### src/dsct_pkg.sv
// ----------------------------------------------------------------------------
// dsct_pkg
// Shared types, opcodes and BCD digit helpers for the countdown timer.
// ----------------------------------------------------------------------------
package dsct_pkg;

  localparam int NUM_DIGITS_DEF = 4;
  localparam int DIGIT_W        = 4;
  localparam int OP_W           = 2;
  localparam int SEL_OUT_W      = 3;
  localparam int DISP_DIGITS    = 4;

  localparam logic [OP_W-1:0] OP_POLL  = 2'd0;
  localparam logic [OP_W-1:0] OP_COUNT = 2'd1;
  localparam logic [OP_W-1:0] OP_BLINK = 2'd2;

  localparam logic [DIGIT_W-1:0] BCD_MAX = 4'd9;

  typedef struct packed {
    logic [OP_W-1:0] opcode;
    logic            select_press;
    logic            increment_press;
    logic            decrement_press;
    logic            start_press;
  } item_t;

  typedef struct packed {
    logic [DIGIT_W-1:0]   digit_ones;
    logic [DIGIT_W-1:0]   digit_tens;
    logic [DIGIT_W-1:0]   digit_hundreds;
    logic [DIGIT_W-1:0]   digit_thousands;
    logic                 running;
    logic                 editing;
    logic [SEL_OUT_W-1:0] selected_digit;
    logic                 selected_blank;
  } result_t;

  function automatic logic [DIGIT_W-1:0] bcd_inc(input logic [DIGIT_W-1:0] d);
    return (d >= BCD_MAX) ? '0 : d + DIGIT_W'(1);
  endfunction

  function automatic logic [DIGIT_W-1:0] bcd_dec(input logic [DIGIT_W-1:0] d);
    return (d == '0 || d > BCD_MAX) ? BCD_MAX : d - DIGIT_W'(1);
  endfunction

endpackage

### src/dsct_in_reg.sv
// ----------------------------------------------------------------------------
// dsct_in_reg
// Input register: holds one event until the core consumes it.
// ----------------------------------------------------------------------------
module dsct_in_reg
  import dsct_pkg::*;
(
  input  logic  clk,
  input  logic  rst_n,
  input  logic  in_valid,
  output logic  in_ready,
  input  item_t item_i,
  input  logic  advance_i,
  output logic  item_valid_o,
  output item_t item_o
);

  logic  valid_r, valid_nxt;
  item_t item_r;

  // refill in the same cycle the held item moves on
  assign in_ready  = !valid_r || advance_i;
  assign valid_nxt = (in_valid && in_ready) ? 1'b1 : (advance_i ? 1'b0 : valid_r);

  always_ff @(posedge clk) begin
    if (!rst_n) begin
      valid_r <= 1'b0;
    end else begin
      valid_r <= valid_nxt;
    end
  end

  always_ff @(posedge clk) begin
    if (in_valid && in_ready) begin
      item_r <= item_i;
    end
  end

  assign item_valid_o = valid_r;
  assign item_o       = item_r;

endmodule

### src/dsct_core.sv
// ----------------------------------------------------------------------------
// dsct_core
// Timer state and the combinational update applied per event.
// ----------------------------------------------------------------------------
module dsct_core
  import dsct_pkg::*;
#(
  parameter int NUM_DIGITS = NUM_DIGITS_DEF
) (
  input  logic    clk,
  input  logic    rst_n,
  input  logic    advance_i,
  input  item_t   item_i,
  output result_t result_o
);

  localparam int SEL_W   = $clog2(NUM_DIGITS + 1);
  localparam int DISP_N  = (NUM_DIGITS < DISP_DIGITS) ? NUM_DIGITS : DISP_DIGITS;

  logic [DIGIT_W-1:0] digits_r   [NUM_DIGITS];
  logic [DIGIT_W-1:0] digits_nxt [NUM_DIGITS];
  logic               running_r, running_nxt;
  logic               editing_r, editing_nxt;
  logic [SEL_W-1:0]   sel_r, sel_nxt;
  logic               blink_r, blink_nxt;

  logic                       stopped;
  logic                       borrow;
  logic                       cur_zero;
  logic                       new_zero;
  logic [DIGIT_W-1:0]         disp [DISP_DIGITS];
  logic [SEL_W+SEL_OUT_W-1:0] sel_ext;

  always_comb begin
    digits_nxt  = digits_r;
    running_nxt = running_r;
    editing_nxt = editing_r;
    sel_nxt     = sel_r;
    blink_nxt   = blink_r;
    stopped     = !running_r;
    borrow      = 1'b1;
    cur_zero    = 1'b1;
    new_zero    = 1'b1;

    case (item_i.opcode)
      OP_POLL: begin
        if (item_i.select_press && stopped) begin
          editing_nxt = 1'b1;
          sel_nxt = (sel_r >= SEL_W'(NUM_DIGITS)) ? SEL_W'(1) : sel_r + SEL_W'(1);
        end
        // buttons act on the position chosen by select in this same poll
        for (int i = 0; i < NUM_DIGITS; i++) begin
          if (stopped && editing_nxt && sel_nxt == SEL_W'(i + 1)) begin
            if (item_i.increment_press) digits_nxt[i] = bcd_inc(digits_nxt[i]);
            if (item_i.decrement_press) digits_nxt[i] = bcd_dec(digits_nxt[i]);
          end
        end
        if (item_i.start_press) begin
          running_nxt = !running_r;
          editing_nxt = 1'b0;
        end
      end
      OP_COUNT: begin
        for (int i = 0; i < NUM_DIGITS; i++) begin
          if (digits_r[i] != '0) cur_zero = 1'b0;
        end
        if (running_r) begin
          if (!cur_zero) begin
            // decimal borrow ripple from the ones digit upward
            for (int i = 0; i < NUM_DIGITS; i++) begin
              if (borrow) begin
                if (digits_r[i] != '0) begin
                  digits_nxt[i] = digits_r[i] - DIGIT_W'(1);
                  borrow        = 1'b0;
                end else begin
                  digits_nxt[i] = BCD_MAX;
                end
              end
            end
          end
          for (int i = 0; i < NUM_DIGITS; i++) begin
            if (digits_nxt[i] != '0) new_zero = 1'b0;
          end
          if (new_zero) running_nxt = 1'b0;
        end
      end
      OP_BLINK: begin
        if (editing_r) blink_nxt = !blink_r;
      end
      default: ;
    endcase
  end

  always_ff @(posedge clk) begin
    if (!rst_n) begin
      for (int i = 0; i < NUM_DIGITS; i++) digits_r[i] <= '0;
      running_r <= 1'b0;
      editing_r <= 1'b0;
      sel_r     <= '0;
      blink_r   <= 1'b0;
    end else if (advance_i) begin
      digits_r  <= digits_nxt;
      running_r <= running_nxt;
      editing_r <= editing_nxt;
      sel_r     <= sel_nxt;
      blink_r   <= blink_nxt;
    end
  end

  // result reflects the state after the event
  always_comb begin
    for (int i = 0; i < DISP_DIGITS; i++) disp[i] = '0;
    for (int i = 0; i < DISP_N; i++) disp[i] = digits_nxt[i];
    sel_ext = (SEL_W + SEL_OUT_W)'(sel_nxt);
    result_o.digit_ones      = disp[0];
    result_o.digit_tens      = disp[1];
    result_o.digit_hundreds  = disp[2];
    result_o.digit_thousands = disp[3];
    result_o.running         = running_nxt;
    result_o.editing         = editing_nxt;
    result_o.selected_digit  = sel_ext[SEL_OUT_W-1:0];
    result_o.selected_blank  = editing_nxt & blink_nxt;
  end

endmodule

### src/dsct_out_reg.sv
// ----------------------------------------------------------------------------
// dsct_out_reg
// Result register: holds one result until the downstream transfer.
// ----------------------------------------------------------------------------
module dsct_out_reg
  import dsct_pkg::*;
(
  input  logic    clk,
  input  logic    rst_n,
  input  logic    item_valid_i,
  input  result_t result_i,
  output logic    advance_o,
  output logic    out_valid,
  input  logic    out_ready,
  output result_t result_o
);

  logic    valid_r, valid_nxt;
  result_t result_r;

  assign advance_o = item_valid_i && (!valid_r || out_ready);
  assign valid_nxt = advance_o ? 1'b1 : ((valid_r && out_ready) ? 1'b0 : valid_r);

  always_ff @(posedge clk) begin
    if (!rst_n) begin
      valid_r <= 1'b0;
    end else begin
      valid_r <= valid_nxt;
    end
  end

  always_ff @(posedge clk) begin
    if (advance_o) begin
      result_r <= result_i;
    end
  end

  assign out_valid = valid_r;
  assign result_o  = result_r;

endmodule

### src/digit_settable_countdown_timer_unit.sv
// ----------------------------------------------------------------------------
// digit_settable_countdown_timer_unit
// Four-digit BCD countdown timer driven by button polls and tick events.
// ----------------------------------------------------------------------------
// Each event (button poll, count tick, blink tick) yields one result with the
// timer state after the event. One event is taken per clock cycle while the
// result register is free or being read; an event is held in the input
// register, then the state registers and the result register load together. The result
// register lets a new event be taken while a finished result is still held.
module digit_settable_countdown_timer_unit
  import dsct_pkg::*;
#(
  parameter int NUM_DIGITS = NUM_DIGITS_DEF
) (
  input  logic                 clk,
  input  logic                 rst_n,
  input  logic                 in_valid,
  output logic                 in_ready,
  input  logic [OP_W-1:0]      in_opcode,
  input  logic                 in_select_press,
  input  logic                 in_increment_press,
  input  logic                 in_decrement_press,
  input  logic                 in_start_press,
  output logic                 out_valid,
  input  logic                 out_ready,
  output logic [DIGIT_W-1:0]   out_digit_ones,
  output logic [DIGIT_W-1:0]   out_digit_tens,
  output logic [DIGIT_W-1:0]   out_digit_hundreds,
  output logic [DIGIT_W-1:0]   out_digit_thousands,
  output logic                 out_running,
  output logic                 out_editing,
  output logic [SEL_OUT_W-1:0] out_selected_digit,
  output logic                 out_selected_blank
);

  item_t   item_in, item_q;
  logic    item_valid;
  logic    advance;
  result_t result_c, result_q;

  assign item_in.opcode          = in_opcode;
  assign item_in.select_press    = in_select_press;
  assign item_in.increment_press = in_increment_press;
  assign item_in.decrement_press = in_decrement_press;
  assign item_in.start_press     = in_start_press;

  dsct_in_reg u_in_reg (
    .clk          (clk),
    .rst_n        (rst_n),
    .in_valid     (in_valid),
    .in_ready     (in_ready),
    .item_i       (item_in),
    .advance_i    (advance),
    .item_valid_o (item_valid),
    .item_o       (item_q)
  );

  dsct_core #(
    .NUM_DIGITS (NUM_DIGITS)
  ) u_core (
    .clk       (clk),
    .rst_n     (rst_n),
    .advance_i (advance),
    .item_i    (item_q),
    .result_o  (result_c)
  );

  dsct_out_reg u_out_reg (
    .clk          (clk),
    .rst_n        (rst_n),
    .item_valid_i (item_valid),
    .result_i     (result_c),
    .advance_o    (advance),
    .out_valid    (out_valid),
    .out_ready    (out_ready),
    .result_o     (result_q)
  );

  assign out_digit_ones      = result_q.digit_ones;
  assign out_digit_tens      = result_q.digit_tens;
  assign out_digit_hundreds  = result_q.digit_hundreds;
  assign out_digit_thousands = result_q.digit_thousands;
  assign out_running         = result_q.running;
  assign out_editing         = result_q.editing;
  assign out_selected_digit  = result_q.selected_digit;
  assign out_selected_blank  = result_q.selected_blank;

endmodule

### config.mk
export PLATFORM = sky130hd
export DESIGN_NAME = digit_settable_countdown_timer_unit
export DESIGN_NICKNAME = d
export VERILOG_FILES = /design/src/dsct_pkg.sv /design/src/dsct_in_reg.sv /design/src/dsct_core.sv /design/src/dsct_out_reg.sv /design/src/digit_settable_countdown_timer_unit.sv
export SDC_FILE = /design/constraint.sdc
export NUM_CORES = 1
export LEC_CHECK = 0
export BUFFER_PORTS_ARGS = -buffer_cell sky130_fd_sc_hd__buf_2
export CAP_MARGIN = 15
export CELL_PAD_IN_SITES_DETAIL_PLACEMENT = 0
export CELL_PAD_IN_SITES_GLOBAL_PLACEMENT = 1
export CORE_ASPECT_RATIO = 1.25
export CORE_MARGIN = 1
export CORE_UTILIZATION = 49
export CTS_CLUSTER_SIZE = 12
export DETAILED_ROUTE_END_ITERATION = 8
export PLACE_DENSITY = 0.9
export SYNTH_ARGS = -nofsm -noshare
export SYNTH_HDL_FRONTEND = slang
export SYNTH_SLANG_ARGS = --single-unit
### constraint.sdc
create_clock -name clk -period 5.8 [get_ports clk]
set_clock_uncertainty 0.2 [all_clocks]
set_input_delay 0.87 -clock clk [delete_from_list [all_inputs] [get_ports clk]]
set_output_delay 0.87 -clock clk [all_outputs]
set_load 0.005 [all_outputs]
==> reports/metrics.csv, run 1 <==
stage,metric,value,unit
status,status,"complete, no violations",
cts,# clock sinks,52,
logic_synthesis,syn_area_per_cell,7.90,um2
logic_synthesis,cell count after synthesis,547,
worst_setup_path,critical path class,reg -> reg,
routing,Via density,6.31,
logic_synthesis,sequential share of the synthesized area,30.6,%
worst_setup_path,worst-path maximum fanout,14,
cts,CTS root buffer,clkbuf_8,
logic_synthesis,synth top area cells,"edfxtp_1, dfxtp_1, ha_1, nand2_1, o21ai_0",
cts,post-CTS setup buffers,0,
place,Final HPWL DP,8310,um
timing,TNS Setup,0,ns
routing,drt drc,0,
worst_setup_path,critical path endpoint category,flip-flop,
logic_synthesis,top_reg_cell synth,edfxtp_1,
floorplanning,DIE HEIGHT,107,um
routing,wire per inst,17.5,um
place,Port Buffers,33,
timing,Period minus WS final,3.71,ns
routing,Iter 0 DRT Violations,435,
timing,Max Freq,0.270,GHz
timing,Final Max Slew Viols,0,
pwr,P_leak,1.77,nW
hold_path,hold crit path type,reg -> reg,
logic_synthesis,"EDFF count, synth",28,
cells_and_area,layout cells sized above 1,11.5,%
cts,Worst-path clk slew,0.10,ns
worst_setup_path,"Req. time, crit path",5.82,ns
pwr,VDD IR-drop max,0.108,mV
timing,RSZ-0062 raised after global routing,false,
logic_synthesis,commonest cells in the netlist,"nand2_1, o21ai_0, nor2_1, clkbuf_1, a21oi_1",
routing,post-detailed-route count of antenna-violating nets,0,
timing,crit share post-route,63.9,%
cells_and_area,post-route cell area,4580,um2
pwr,P per Cell Area,199,nW/um2
logic_synthesis,Synth top area share,19.5,%
floorplanning,Cell Rows,37,
cts,CTS tree,built,
logic_synthesis,top-count cell post-synth,nand2_1,
timing,"Setup violations, final",0,
routing,First-pass DRT Iterations,5,
global_route,gr ovfl total,0,
cts,CTS max path bufs,2,
place,pre-CTS setup slack,2.18,ns
floorplanning,# IOs,34,
global_route,vias in the first global route,3919,
global_route,initial antenna violation count,0,
cts,H-tree level count,2,
logic_synthesis,fraction of registers with async set/reset,0,%
timing,slew margin rel.,24.9,%
routing,via count,4210,
logic_synthesis,synthesis-stage register bit count,52,
cts,CTS resizes,0,
cells_and_area,fin nets,582,
pwr,Tot Pwr,0.911,mW
cts,Clock Latency Late Sink,0.32,ns
timing,Fin Hold WS,0.333,ns
logic_synthesis,Netlist cell types,68,
logic_synthesis,mapped cell area,4320,um2
global_route,largest net degree at the start of global routing,35,
cells_and_area,fin cells,667,
logic_synthesis,"area leader, netlist",edfxtp_1,
worst_setup_path,crit path DAT,3.72,ns
job,maxcap violations,0,
cts,hold_buf cts,0,
worst_setup_path,CP Launch Type,flip-flop,
global_route,total track usage,26.4,%
logic_synthesis,Syn. warnings,0,
timing,Slew @ Worst Pin,1.12,ns
logic_synthesis,Mapped Nets,580,
place,cell area after placement,4500,um2
cells_and_area,final core occ,54.7,%
global_route,first-pass GRT wire length,19300,um
floorplanning,Die ar.,9200,um2
timing,"Hold Vio Cnt, Final",0,
floorplanning,Initial Util,51.6,%
place,Placed Cells incl. Taps,659,
cells_and_area,# diodes,0,
place,GPL Wtd Cong,0.927,
floorplanning,Die X-Extent,86,um
cells_and_area,Area Growth Syn to Fin,6.08,%
timing,final setup margin,2.09,ns
floorplanning,placeable core area,8380,um2
cts,total CTS buffers,5,
routing,DRT Wirelength,11700,um
[critical path, stage by stage, from the launching register on]
cell      delay (ns)
dfxtp_1         0.61
inv_1           0.17
ha_1            0.35
nor3b_1         0.20
nor2b_1         0.26
nor2_1          0.08
a21oi_1         0.24
ha_1            0.25
or2_2           0.12
a211oi_1        0.07
a211o_1         0.29
mux2_2          0.26
a211o_1         0.31
o21ba_2         0.19
[cells by family (layout without fill, tap and decap cells)]
family | Yosys count | count (layout) | share of synthesized area (%)
buf+inv | 68 | 71 | 6.05
compound gates | 186 | 186 | 28.5
simple gates | 199 | 199 | 23.9
xor+xnor | 10 | 10 | 2.03
fa+ha+maj | 23 | 23 | 6.66
flops | 52 | 52 | 30.6
mux | 9 | 9 | 2.26
[cell usage in the layout, fill, tap and decap left out, drive strengths merged, types with 7 or more instances in the layout]
master / instances
nor2: 37
buf: 36
ha: 23
nor3b: 8
a21oi: 31
edfxtp: 28
nor2b: 7
nand2: 59
inv: 27
xnor2: 8
dfxtp: 24
a21o: 10
o21ai: 46
o211ai: 8
nand3: 19
a31oi: 19
nor4: 8
and2: 8
or3b: 7
nor3: 15
o22ai: 8
[power by group]
group	internal (mW)	switching, mW
Sequential	0.409	0.0343
Clock	0.0864	0.134
Combinational	0.0964	0.151
Total	0.592	0.319
[state kept, by name, indices dropped and copies added, names as in the netlist]
register / count
u_out_reg.result_o: 22
u_core.digits_r: 16
u_in_reg.item_o: 6
u_core.sel_r: 3
u_core.blink_r: 1
u_core.editing_r: 1
u_core.running_r: 1
u_in_reg.item_valid_o: 1
u_out_reg.out_valid: 1
[routing by layer]
metal | global-route usage [%] | part of all wire [%]
met1 | 33.8 | 43
met2 | 45.1 | 49
met3 | 3.62 | 6.0
met4 | 9.40 | 2.2
met5 | 0 | 0
[cell type report]
type / instances / area [um2]
Clock buffer: 6 / 72.6
Timing Repair Buffer: 36 / 188
Multi-Input combinational cell: 427 / 2740
Tap cell: 117 / 146
Sequential cell: 52 / 1320
Clock inverter: 2 / 16.3
Fill cell: 806 / 3790
Inverter: 27 / 101
[final timing paths]
kind	from	to	slack (ns)	cells past startpoint
max	u_core.digits_r[0]	u_core.digits_r[0]	2.09	13
min	u_in_reg.item_valid_o	u_out_reg.out_valid	0.33	1
max reg2reg	u_core.digits_r[0]	u_core.digits_r[0]	2.09	13
min reg2reg	u_in_reg.item_valid_o	u_out_reg.out_valid	0.33	1
(Power assumes the default switching activity.)
==> run 2: changes to the inputs <==
--- a/config.mk
+++ b/config.mk
@@ -11,10 +11,10 @@
 export CELL_PAD_IN_SITES_GLOBAL_PLACEMENT = 1
 export CORE_ASPECT_RATIO = 1.25
 export CORE_MARGIN = 1
-export CORE_UTILIZATION = 49
+export CORE_UTILIZATION = 41
 export CTS_CLUSTER_SIZE = 12
 export DETAILED_ROUTE_END_ITERATION = 8
-export PLACE_DENSITY = 0.9
+export PLACE_DENSITY = 0.81
 export SYNTH_ARGS = -nofsm -noshare
 export SYNTH_HDL_FRONTEND = slang
 export SYNTH_SLANG_ARGS = --single-unit
==> constraint.sdc (replaced) <==
create_clock -name clk -period 3.2 [get_ports clk]
set_clock_uncertainty 0.2 [all_clocks]
set_input_delay 0.48 -clock clk [delete_from_list [all_inputs] [get_ports clk]]
set_output_delay 0.48 -clock clk [all_outputs]
set_load 0.005 [all_outputs]
==> run 2 against run 1 <==
Total power increased by 120%. Sequential power increased by 72%. Design area increased by 11%. Die area increased by 19%. Critical path type unchanged. Routed wire length increased by 5.6%. Cell count increased by 8.1%. Utilization decreased by 4.6 points. Sequential share of layout area decreased by 2.8 points. Setup slack got worse by 2.0 ns. Critical path depth increased by 1. Global-route usage decreased by 3.8 points.
==> reports/metrics.csv, run 2 (synthesized netlist as in run 1, its figures left out) <==
stage,metric,value,unit
timing,"Setup violations, final",0,
hold_path,Worst Min Path Start,in_opcode[1],
place,Placed Cells incl. Taps,710,
cells_and_area,fin cells,721,
cts,total CTS buffers,5,
pwr,VDD IR-drop max,0.245,mV
worst_setup_path,r2r setup slk,0.14,ns
cts,CTS tree,built,
place,GPL Wtd Cong,0.920,
cts,# clock sinks,52,
floorplanning,Initial Util,42.5,%
cells_and_area,Area Growth Syn to Fin,17.8,%
place,Final HPWL DP,8890,um
timing,slew margin rel.,54.0,%
routing,Iter 0 DRT Violations,258,
routing,via count,4301,
hold_path,Hold Path End,u_in_reg.item_o[5],
cts,Worst-path clk slew,0.07,ns
floorplanning,# IOs,34,
cts,hold_buf cts,0,
routing,wire per inst,17.1,um
timing,Max Freq,0.326,GHz
place,cell area after placement,4810,um2
worst_setup_path,R2R Path End,u_out_reg.result_o[19],
cells_and_area,layout cells sized above 1,22.0,%
global_route,gr ovfl total,0,
routing,First-pass DRT Iterations,5,
cts,H-tree level count,2,
floorplanning,Die X-Extent,93.8,um
cells_and_area,# diodes,0,
cts,CTS root buffer,clkbuf_16,
cells_and_area,most frequent cells in the layout,"nand2_1, buf_4, o21ai_0, nor2_1, buf_2",
worst_setup_path,worst-path maximum fanout,4,
routing,drt drc,0,
worst_setup_path,worst r2r path cells,14,
place,Port Buffers,33,
worst_setup_path,CP Launch Type,flip-flop,
worst_setup_path,crit path DAT,2.92,ns
floorplanning,DIE HEIGHT,117,um
cts,Clock Latency Late Sink,0.29,ns
cells_and_area,post-route cell area,5090,um2
pwr,P_leak,2.03,nW
routing,Via density,5.97,
pwr,P per Cell Area,385,nW/um2
cts,CTS max path bufs,2,
hold_path,hold depth,1,
global_route,total track usage,22.6,%
floorplanning,Die ar.,11000,um2
global_route,largest net degree at the start of global routing,39,
worst_setup_path,"Req. time, crit path",3.05,ns
cells_and_area,max FFs per register,22,
floorplanning,placeable core area,10200,um2
worst_setup_path,worst r2r src,u_core.digits_r[13],
worst_setup_path,critical path class,reg -> reg,
status,status,"complete, no violations",
cells_and_area,"commonest non-fill, non-tap cell in the layout",nand2_1,
routing,post-detailed-route count of antenna-violating nets,0,
timing,Final Max Slew Viols,0,
job,maxcap violations,0,
worst_setup_path,critical path endpoint category,flip-flop,
timing,"Hold Vio Cnt, Final",0,
timing,crit share post-route,95.8,%
hold_path,hold crit path type,in -> reg,
timing,Period minus WS final,3.06,ns
routing,DRT Wirelength,12300,um
global_route,first-pass GRT wire length,19400,um
cells_and_area,fin nets,624,
global_route,initial antenna violation count,0,
floorplanning,Cell Rows,41,
global_route,vias in the first global route,3989,
timing,Slew @ Worst Pin,0.691,ns
[run 2: cell types whose count changed in the layout (fill, tap and decap cells not counted), moves of 5 or more]
| cell | previous run | this run |
|---|---|---|
| a21oi_2 | 0 | 5 |
| clkbuf_16 | 0 | 5 |
| buf_4 | 3 | 45 |
| clkbuf_8 | 5 | 0 |
| a21oi_1 | 31 | 26 |
[run 2: layer usage]
metal	wire length, um	vias up	GRT usage (%)
li1	-	2101	-
met1	5370	2038	28.9
met2	6020	133	38.5
met3	541	29	2.65
met4	407	0	9.54
met5	0	-	0
[run 2: power breakdown]
part / leakage, nW / switching (mW) / internal, mW
Sequential: 0.467 / 0.0216 / 0.741
Clock: 0.0815 / 0.257 / 0.373
Combinational: 1.48 / 0.336 / 0.231
Total: 2.03 / 0.614 / 1.35
[run 2: worst max-delay path, stage by stage, from the launching register on]
cell and delay [ns]:
dfxtp_1 0.32, inv_1 0.11, ha_2 0.21, or3b_4 0.39
nand2_1 0.11, nand3_1 0.10, o21ai_2 0.09, inv_1 0.09
ha_1 0.20, a31o_2 0.20, a31oi_1 0.17, a41oi_2 0.09
o211ai_1 0.28, o22ai_2 0.11, a21o_1 0.17
[run 2: how the worst max path moves through the flow]
| stage | slack (ns) | depth (start not counted) | endpoint | from |
|---|---|---|---|---|
| final | 0.14 | 14 | u_out_reg.result_o[19] | u_core.digits_r[13] |
| after global routing | -0.02 | 14 | u_out_reg.result_o[19] | u_core.digits_r[13] |
| after CTS | 0.02 | 12 | u_out_reg.result_o[10] | u_core.digits_r[4] |
| after detailed placement | 0.0002 | 13 | u_core.digits_r[0] | u_core.digits_r[0] |
| after global placement | 0.11 | 13 | u_out_reg.result_o[7] | u_core.digits_r[1] |
| after floorplan | 0.001 | 13 | u_out_reg.result_o[14] | u_core.digits_r[8] |
[run 2: metrics by stage]
step           power, mW  setup WS, ns  hold slack, ns  utilization (%)  setup TNS (ns)
3_5_place_dp        1.31      0.000152           0.317             47.4               0
6_report            1.96         0.135           0.159             50.1               0
3_3_place_gp        1.30         0.111           0.295             47.4               0
4_1_cts             1.94        0.0191           0.153             49.1               0
2_1_floorplan       1.15       0.00147           0.286                -               0
5_1_grt             2.05       -0.0224           0.149             50.1         -0.0255
[run 2: repair_timing]
item,in CTS,in global routing
resized for setup,2,24
buffers inserted,0,3
pin swaps,0,6
gates cloned,0,0
setup endpoints to repair,2,23
[run 2: cell type report]
type	count	area (um2)
clock buffers	6	129
clock inverters	2	38.8
flip-flops and latches	52	1320
fillers	989	5070
repair buffers	78	503
multi-input cells	427	2830
well taps	129	161
inverters	27	101
